## src/pti_pkg.sv

```systemverilog
`timescale 1ns / 1ps
package pti_pkg;

	localparam int MAX_POINTS_DEF = 256;

	localparam int TIME_W  = 32;
	localparam int VAL_W   = 32;
	localparam int QT_W    = 48;
	localparam int PC_W    = 9;
	localparam int LIDX_W  = 8;
	localparam int SEG_W   = 8;
	localparam int CYC_W   = 16;
	localparam int FRAC_W  = 17;
	localparam int FRAC_SH = 16;
	localparam int DIV_STEPS = FRAC_W;

	localparam int PADDR_W = 3;
	localparam int PDATA_W = 32;

	localparam logic [CYC_W-1:0] CYC_MAX   = '1;
	localparam logic [CYC_W-1:0] CYC_RESET = CYC_W'(1);
	localparam logic [PC_W-1:0]  PC_RESET  = PC_W'(2);

	localparam logic OP_LOAD  = 1'b0;
	localparam logic OP_QUERY = 1'b1;

	localparam logic [PADDR_W-3:0] REG_POINT_COUNT = '0;

	typedef struct packed {
		logic [TIME_W-1:0] t;
		logic [VAL_W-1:0]  p;
		logic [VAL_W-1:0]  e;
	} point_t;

	typedef enum logic [3:0] {
		ST_IDLE,
		ST_LOCAL,
		ST_WRAP,
		ST_CHECK,
		ST_SCAN,
		ST_RD_LO,
		ST_RD_HI,
		ST_CAP_HI,
		ST_PREP,
		ST_CLAMP,
		ST_DIV,
		ST_MUL,
		ST_SUM,
		ST_OUT
	} state_t;

	typedef enum logic [2:0] {
		RD_LAST,
		RD_ZERO,
		RD_NEXT,
		RD_LO,
		RD_HI
	} rd_sel_t;

	typedef struct packed {
		logic    capture;
		logic    local_calc;
		logic    wrap;
		logic    check;
		logic    scan;
		logic    cap_lo;
		logic    cap_hi;
		logic    prep;
		logic    clamp;
		logic    div_step;
		logic    mul;
		logic    sum;
		logic    out_load;
		rd_sel_t rd_sel;
	} cmd_t;

	typedef struct packed {
		logic beyond;
		logic scan_stop;
		logic div_last;
		logic out_free;
	} status_t;

endpackage

```

## src/pti_controller.sv

```systemverilog
`timescale 1ns / 1ps
module pti_controller (
	input  logic              clk,
	input  logic              arst_n,
	input  logic              item_valid,
	input  logic              item_op,
	output logic              item_ready,
	input  pti_pkg::status_t  status,
	output pti_pkg::cmd_t     cmd
);
	import pti_pkg::*;

	state_t state_q, state_d;

	always_ff @(posedge clk or negedge arst_n) begin
		if (!arst_n) begin
			state_q <= ST_IDLE;
		end else begin
			state_q <= state_d;
		end
	end

	always_comb begin
		state_d    = state_q;
		cmd        = '0;
		cmd.rd_sel = RD_LAST;
		item_ready = 1'b0;
		unique case (state_q)
			ST_IDLE: begin
				item_ready = 1'b1;
				if (item_valid) begin
					cmd.capture = 1'b1;
					state_d = (item_op == OP_LOAD) ? ST_OUT : ST_LOCAL;
				end
			end
			ST_LOCAL: begin
				cmd.local_calc = 1'b1;
				cmd.rd_sel = RD_LAST;
				state_d = ST_WRAP;
			end
			ST_WRAP: begin
				cmd.wrap = 1'b1;
				state_d = ST_CHECK;
			end
			ST_CHECK: begin
				cmd.check = 1'b1;
				cmd.rd_sel = RD_ZERO;
				state_d = status.beyond ? ST_OUT : ST_SCAN;
			end
			ST_SCAN: begin
				cmd.scan = 1'b1;
				cmd.rd_sel = RD_NEXT;
				if (status.scan_stop) state_d = ST_RD_LO;
			end
			ST_RD_LO: begin
				cmd.rd_sel = RD_LO;
				state_d = ST_RD_HI;
			end
			ST_RD_HI: begin
				cmd.rd_sel = RD_HI;
				cmd.cap_lo = 1'b1;
				state_d = ST_CAP_HI;
			end
			ST_CAP_HI: begin
				cmd.cap_hi = 1'b1;
				state_d = ST_PREP;
			end
			ST_PREP: begin
				cmd.prep = 1'b1;
				state_d = ST_CLAMP;
			end
			ST_CLAMP: begin
				cmd.clamp = 1'b1;
				state_d = ST_DIV;
			end
			ST_DIV: begin
				cmd.div_step = 1'b1;
				if (status.div_last) state_d = ST_MUL;
			end
			ST_MUL: begin
				cmd.mul = 1'b1;
				state_d = ST_SUM;
			end
			ST_SUM: begin
				cmd.sum = 1'b1;
				state_d = ST_OUT;
			end
			ST_OUT: begin
				if (status.out_free) begin
					cmd.out_load = 1'b1;
					state_d = ST_IDLE;
				end
			end
			default: begin
				state_d = ST_IDLE;
			end
		endcase
	end

endmodule

```

## config.mk

```make
export PLATFORM = sky130hd
export DESIGN_NAME = pti_controller
export DESIGN_NICKNAME = d
export VERILOG_FILES = /design/src/pti_pkg.sv /design/src/pti_controller.sv
export SDC_FILE = /design/constraint.sdc
export NUM_CORES = 1
export LEC_CHECK = 0
export BUFFER_PORTS_ARGS = -buffer_cell sky130_fd_sc_hd__buf_2
export CAP_MARGIN = 20
export CORE_AREA = 2 2 39 41
export DETAILED_ROUTE_END_ITERATION = 12
export DIE_AREA = 0 0 41 43
export GPL_ROUTABILITY_DRIVEN = 0
export PLACE_DENSITY = 0.61
export SLEW_MARGIN = 20
export SYNTH_ARGS = -nofsm -noshare
export SYNTH_HDL_FRONTEND = slang
export SYNTH_SLANG_ARGS = --single-unit
```

## constraint.sdc

```tcl
create_clock -name clk -period 1.9 [get_ports clk]
set_input_delay 0.19 -clock clk [delete_from_list [all_inputs] [get_ports clk]]
set_output_delay 0.19 -clock clk [all_outputs]
set_load 0.05 [all_outputs]
```

Word-level counts from Yosys, hierarchy flattened. Cells that the tools add are included.

Output and inout bits: 17. Logic and storage cells: 44. Input port bits: 8. Register bits: 4.

Equal/unequal tests: 17. Mux-type cells: 24. Reductions and logical operators: 2.

Operators by type and width (number): 4-bit case mux with 14 select lines (1); 4-bit equality test, second input constant (6); 4-bit 2-to-1 mux (6); 4-bit by 3-bit equality test with 1-bit output, second input constant (4); 1-bit 2-to-1 mux (16); 3-bit case mux with 4 select lines (1); 4-bit by 2-bit equality test with 1-bit output, second input constant (2); 2-bit != test, second input constant (4); 4-bit by 1-bit equality test with 1-bit output, second input constant (1); 4-bit zero test (1); 4-bit AND reduction (1).

Depth between registers and ports, before layout. Gate-level depths: netlist of the first run.

Depth in word-level cells: 3. Mapped depth: 6. Mapped depth without buffers: 4.

Worst setup path after synthesis of the first run. No wires, ideal clock.

Kind: reg2out. Start: register state_q[2]. End: output port cmd[15] (netlist bit). Stages on the path, launching flop included: 4. Path buffers: 1. Arrival time: 2.871 ns. Path slack: -1.161 ns. Cell sequence: dfrtp_1 dlymetal6s2s_1 nor4_1 and2_1.

RTL lines: start, declared (line pti_controller.sv:13) `state_t state_q, state_d;`; start signal, assigned (line pti_controller.sv:19) `state_q <= state_d;`; end, declared (line pti_controller.sv:9) `output pti_pkg::cmd_t cmd`.

==> results.json, run 1 <==
{
  "die_area_um2": 1763,
  "yosysWarnings": 0,
  "antenna_left": 0,
  "start_util_pct": 33.73,
  "n_antenna_cell": 0,
  "first_pass_iters": 2,
  "fillers": 149,
  "rows": 14,
  "port_buffers": 24,
  "grt_pass1_wl_um": 1890,
  "tritoncts": "yes",
  "grt_pass1_vias": 434,
  "fin_area_um2": 653.1,
  "synth_nets": 67,
  "synth_seq_cells": 4,
  "relSlewSlack_pct": 72.30,
  "numCtsBuffers": 3,
  "die_w_um": 41,
  "end_kind": "primary output",
  "reg_top3": "state_q (4)",
  "slowest_delay_ns": 0.49,
  "drc_errors": 0,
  "finalCriticalPeriod_ns": 1.796,
  "cts_sinks": 4,
  "endpoint": "cmd[15]",
  "htreeDepth": 1,
  "cts_setup_buffers": 0,
  "ff2ff_path_depth": 4,
  "ios": 25,
  "setup_viol": 0,
  "antenna_found_initial": 0,
  "vias_per_cell": 5.020,
  "grt_usage_pct": 15.44,
  "drive_above_1_share_pct": 51.19,
  "cp_cell_sequence": "buf_4, nor4_4, and2_1, buf_2",
  "rsz0062_at_grt": "false",
  "layout_common_cells": "buf_2 (24), nor2_1 (6)",
  "clockBufferDepth": 2,
  "final_cells": 100,
  "core_area_um2": 1384,
  "pre_cts_ws_ns": 0.2268,
  "cp_data_arrival_time_ns": 1.61,
  "r2r-start": "state_q[3]",
  "clk_pin_slew_worst_paths_ns": 0.04,
  "skew_ns": 0.002753,
  "worst-setup-path-type": "register to primary output",
  "critPathLaunch": "state_q[2]",
  "top_register": "state_q",
  "crit_path_start_kind": "register",
  "reg2reg_slack_ns": 0.22,
  "routedWlPerCell_um": 10.98,
  "syn_area_um2": 466.7,
  "nets": 94,
  "final_common_cell": "buf_2",
  "dp.cells": 96,
  "seq_area_frac_synth_pct": 21.45,
  "cts-root-buf": "clkbuf_4",
  "synthCells": 59,
  "syn-mean-instance-area_um2": 7.910,
  "min_period_over_period_pct": 94.50,
  "wl_um": 1098,
  "worstMarginPinSlew_ns": 0.4154,
  "ys_types": 32,
  "hp-class": "primary input to asynchronous set/reset pin",
  "crit_fanout": 10,
  "hold_slack_ns": 0.3004,
  "cp_slowest_cell": "dfrtp_1",
  "die-height_um": 43,
  "largest_reg_flops": 4,
  "crit_required_ns": 1.71,
  "grt_max_degree": 12,
  "status": "finished, final reports clean",
  "slew_violations": 0,
  "gr-total-overflow": 0,
  "hold_violations": 0,
  "drt_iter0_drc": 6,
  "max_freq_mhz": 556.9,
  "max-cap-violations": 0,
  "timing.final.ws_setup_ns": 0.1045,
  "route.vias.total": 502,
  "dpl_cell_area_um2": 619.3,
  "clkLatencyLatePin_ns": 0.23,
  "r2r-end": "state_q[2]",
  "dp_hpwl_um": 868.7,
  "areaGrowthSynthToFinish_pct": 39.95
}
==> cell families after synthesis <==
group / count (synthesis) / share of synthesized area (%)
buffers and inverters: 8 / 11.53
flip-flops: 4 / 21.45
XOR/XNOR: 1 / 1.877
AND/OR/NAND/NOR: 31 / 37.81
multiplexers: 2 / 6.435
AO/OA/AOI/OAI: 13 / 20.91
==> Yosys cell counts <==
| library cell | count | area, um^2 |
|---|---|---|
| and2_1 | 2 | 12.51 |
| buf_6 | 1 | 11.26 |
| nand2b_4 | 1 | 13.76 |
| nand2_1 | 2 | 7.510 |
| and3_1 | 1 | 6.260 |
| dfrtp_1 | 4 | 100.1 |
| buf_4 | 1 | 7.510 |
| a21oi_1 | 4 | 20.02 |
| nor3_1 | 6 | 30.03 |
| nor2b_1 | 1 | 6.260 |
| nor2_1 | 7 | 26.28 |
| dlymetal6s2s_1 | 1 | 12.51 |
| nand3b_1 | 1 | 7.510 |
| a32o_2 | 1 | 11.26 |
| o21ai_1 | 1 | 5.000 |
| buf_2 | 3 | 15.01 |
| o22a_4 | 1 | 17.52 |
| nor4_1 | 2 | 12.51 |
| mux2_4 | 2 | 30.03 |
| clkbuf_1 | 1 | 3.750 |
| xnor2_1 | 1 | 8.760 |
| a31oi_1 | 2 | 12.51 |
| o211ai_1 | 1 | 7.510 |
| or2_1 | 1 | 6.260 |
| o21ai_0 | 1 | 5.000 |
| or4_1 | 1 | 7.510 |
| inv_1 | 1 | 3.750 |
| nand2b_1 | 4 | 25.02 |
| o221ai_1 | 1 | 8.760 |
| o32a_1 | 1 | 10.01 |
| and2_2 | 1 | 7.510 |
| nor3b_1 | 1 | 7.510 |
==> through the flow <==
stage                     TNS, ns  utilization (%)
after global placement          0            44.76
after floorplan           -0.5241                -
after global routing            0            47.20
after detailed placement        0            44.76
final                           0            47.20
after CTS                       0            47.11
==> worst min path at each step <==
| stage | slack [ns] | startpoint | endpoint | cells after the start |
|---|---|---|---|---|
| after floorplan | -0.11 | arst_n | state_q[0] | 0 |
| after global placement | -0.004 | arst_n | state_q[1] | 1 |
| after detailed placement | -0.003 | arst_n | state_q[0] | 1 |
| after CTS | 0.30 | arst_n | state_q[0] | 2 |
| after global routing | 0.30 | arst_n | state_q[1] | 2 |
| final | 0.30 | arst_n | state_q[1] | 2 |
==> per-layer routing <==
layer | vias up | share of wire [%] | GRT usage, %
li1 | 267 | - | -
met1 | 221 | 48 | 20.92
met2 | 14 | 48 | 22.19
met3 | 0 | 4.4 | 4.712
met4 | 0 | 0 | 6.000
met5 | - | 0 | 0
==> worst max-delay path, delay by kind of cell, from the launching register on <==
family / cells / cell delay (ns)
AND/OR/NAND/NOR: 2 / 0.41
flip-flops: 1 / 0.49
buffers and inverters: 2 / 0.48
==> what timing repair did <==
action	CTS	global route
endpoints found under the setup margin	0	1
hold endpoints to repair	4	0
hold buffers	1	0
resized for setup	0	1
==> final cells by class <==
| class | count | area, um^2 | share of cell area, % |
|---|---|---|---|
| multi-input combinational | 47 | 345.3 | 52.87 |
| inverter | 1 | 3.754 | 0.5747 |
| tap | 16 | 20.02 | 3.065 |
| clock buffer | 3 | 22.52 | 3.448 |
| sequential | 4 | 101.3 | 15.52 |
| timing repair buffer | 29 | 160.2 | 24.52 |
Power of run 1 is left out: the tool's default activity adds up to more than one toggle a clock period on the data nets, which glitch-free logic cannot reach.
==> run 2: changes to the inputs <==
--- a/config.mk
+++ b/config.mk
@@ -5,13 +5,14 @@
 export SDC_FILE = /design/constraint.sdc
 export NUM_CORES = 1
 export LEC_CHECK = 0
+export ABC_AREA = 1
 export BUFFER_PORTS_ARGS = -buffer_cell sky130_fd_sc_hd__buf_2
 export CAP_MARGIN = 20
 export CORE_AREA = 2 2 39 41
 export DETAILED_ROUTE_END_ITERATION = 12
 export DIE_AREA = 0 0 41 43
 export GPL_ROUTABILITY_DRIVEN = 0
-export PLACE_DENSITY = 0.61
+export PLACE_DENSITY = 0.57
 export SLEW_MARGIN = 20
 export SYNTH_ARGS = -nofsm -noshare
 export SYNTH_HDL_FRONTEND = slang
==> run 2 against run 1 <==
Net effect: critical endpoint unchanged; maximum frequency rose by 12%; final cell count rose by 22%; register-to-register slack better by 0.45 ns; largest cell class unchanged; worst setup slack improved by 0.19 ns.
==> results.json, run 2 <==
{
  "cts_setup_buffers": 0,
  "min_period_over_period_pct": 84.52,
  "areaGrowthSynthToFinish_pct": 39.29,
  "crit_path_start_kind": "register",
  "clkLatencyLatePin_ns": 0.24,
  "peakVddDrop_uv": 786.3,
  "synthTopCellsByArea": "dfrtp_1 (24%), nand2_1 (22%), nor2_1 (16%)",
  "grt_usage_pct": 14.03,
  "status": "finished, final reports clean",
  "drive_above_1_share_pct": 33.96,
  "ys_types": 13,
  "synth_largest_area_cell": "dfrtp_1",
  "r2r-end": "state_q[2]",
  "p_leak_nw": 0.4033,
  "synthCells": 79,
  "syn_area_um2": 420.4,
  "synth_seq_cells": 4,
  "layout_common_cells": "nand2_1 (25), buf_2 (24), nor2_1 (18)",
  "hold_violations": 0,
  "reg2reg_slack_ns": 0.67,
  "max_freq_mhz": 622.7,
  "htreeDepth": 1,
  "relSlewSlack_pct": 83.32,
  "drc_errors": 0,
  "antenna_found_initial": 0,
  "crit_required_ns": 1.71,
  "yosys-top-cells-count": "nand2_1 (25), nor2_1 (18), inv_1 (12), dfrtp_1 (4), nor2_2 (4)",
  "skew_ns": 0.004999,
  "synth_edf_count": 0,
  "reg_top3": "state_q (4)",
  "drt_iter0_drc": 9,
  "end_kind": "primary output",
  "fillers": 157,
  "die-height_um": 43,
  "gr-total-overflow": 0,
  "slew_violations": 0,
  "seq_area_frac_synth_pct": 23.81,
  "n_antenna_cell": 0,
  "worst-setup-path-type": "register to primary output",
  "grt_pass1_vias": 435,
  "synth.most_common_cell": "nand2_1",
  "antenna_left": 0,
  "setup_viol": 0,
  "setup_tns_ns": 0,
  "nets": 116,
  "syn-mean-instance-area_um2": 5.322,
  "start_util_pct": 30.38,
  "numCtsBuffers": 3,
  "async_flop_share_pct": 100.0,
  "grt_max_degree": 8,
  "cts-root-buf": "clkbuf_4",
  "routedWlPerCell_um": 8.754,
  "synth-main-ff-cell": "dfrtp_1",
  "port_buffers": 24,
  "max-cap-violations": 0,
  "rsz0062_at_grt": "false",
  "synth_nets": 87,
  "cp_data_arrival_time_ns": 1.42,
  "rows": 14,
  "ios": 25,
  "cts_sinks": 4,
  "tritoncts": "yes",
  "first_pass_iters": 4,
  "powerDensity_nw_per_um2": 2106,
  "hp-class": "primary input to asynchronous set/reset pin",
  "route.vias.total": 535,
  "clockBufferDepth": 2,
  "final_common_cell": "nand2_1",
  "grt_pass1_wl_um": 1669,
  "ff2ff_path_depth": 6,
  "crit_fanout": 6,
  "top_register": "state_q",
  "p_total_w": 0.001233,
  "largest_reg_flops": 4,
  "synth_top_area_share_pct": 23.81,
  "r2r-start": "state_q[2]",
  "die_w_um": 41,
  "core_area_um2": 1384,
  "vias_per_cell": 4.385,
  "die_area_um2": 1763,
  "finalCriticalPeriod_ns": 1.606,
  "worstMarginPinSlew_ns": 0.2519,
  "clk_pin_slew_worst_paths_ns": 0.04,
  "wl_um": 1068,
  "yosysWarnings": 0,
  "dp_hpwl_um": 884.6
}
run 2: how the worst max path moves through the flow:
stage	slack, ns	end	start
floorplan	0.008	cmd[3]	state_q[0]
detailed placement	0.54	cmd[15]	state_q[0]
finish	0.29	cmd[15]	state_q[0]
global placement	0.53	cmd[15]	state_q[0]
CTS	0.28	cmd[15]	state_q[0]
global route	0.14	cmd[15]	state_q[0]
run 2: metal layers:
metal	global-route usage, %	routed length (um)
met5	0	0
met4	8.000	17
met3	3.141	58
met2	20.31	479
met1	18.30	513
run 2: critical path: stages (launching register included):
cell	delay [ns]
dfrtp_1	0.45
nor2_2	0.24
nand2_1	0.13
nor2_1	0.09
buf_2	0.26
run 2: logic make-up (layout without fill, tap and decap cells):
kind of cell / count (synthesis) / after routing / synth area share, %
DFF: 4 / 4 / 23.81
AOI/OAI and AO/OA: 4 / 4 / 5.654
and+or+nand+nor: 55 / 55 / 55.35
buffers and inverters: 16 / 43 / 15.18
run 2: layout make-up:
cell class	count	area, um^2	share of cell area [%]
clock buffer	3	22.52	3.846
inverter	15	56.30	9.615
multi-input combinational	59	256.5	43.80
sequential	4	100.1	17.09
tap	16	20.02	3.419
timing repair buffer	25	130.1	22.22
run 2: report_power, final:
| group | total, W | internal (W) | switching (W) |
|---|---|---|---|
| clock network | 0.000107 | 0.0000708 | 0.0000366 |
| registers | 0.000211 | 0.000132 | 0.0000784 |
| logic | 0.000915 | 0.000224 | 0.000690 |
run 2: per-stage QoR:
stage               instance area [um^2]  utilization [%]  std cells  hold WS, ns  worst slack (ns)
floorplan                          420.4                -         79      -0.1056          0.008101
global placement                   553.0            39.96        118    -0.003343            0.5344
detailed placement                 553.0            39.96        118    -0.004071            0.5372
CTS                                585.6            42.31        122       0.2804            0.2777
global route                       585.6            42.31        122       0.2932            0.1420
finish                             585.6            42.31        122       0.2768            0.2941
run 2: repair_timing:
| action | 4_1_cts | 5_1_grt |
|---|---|---|
| resized for setup | 0 | 0 |
| endpoints found under the setup margin | 0 | 0 |
| endpoints found under the hold margin | 4 | 0 |
| hold buffers | 1 | 0 |
Power figures use the tool's default switching activity.
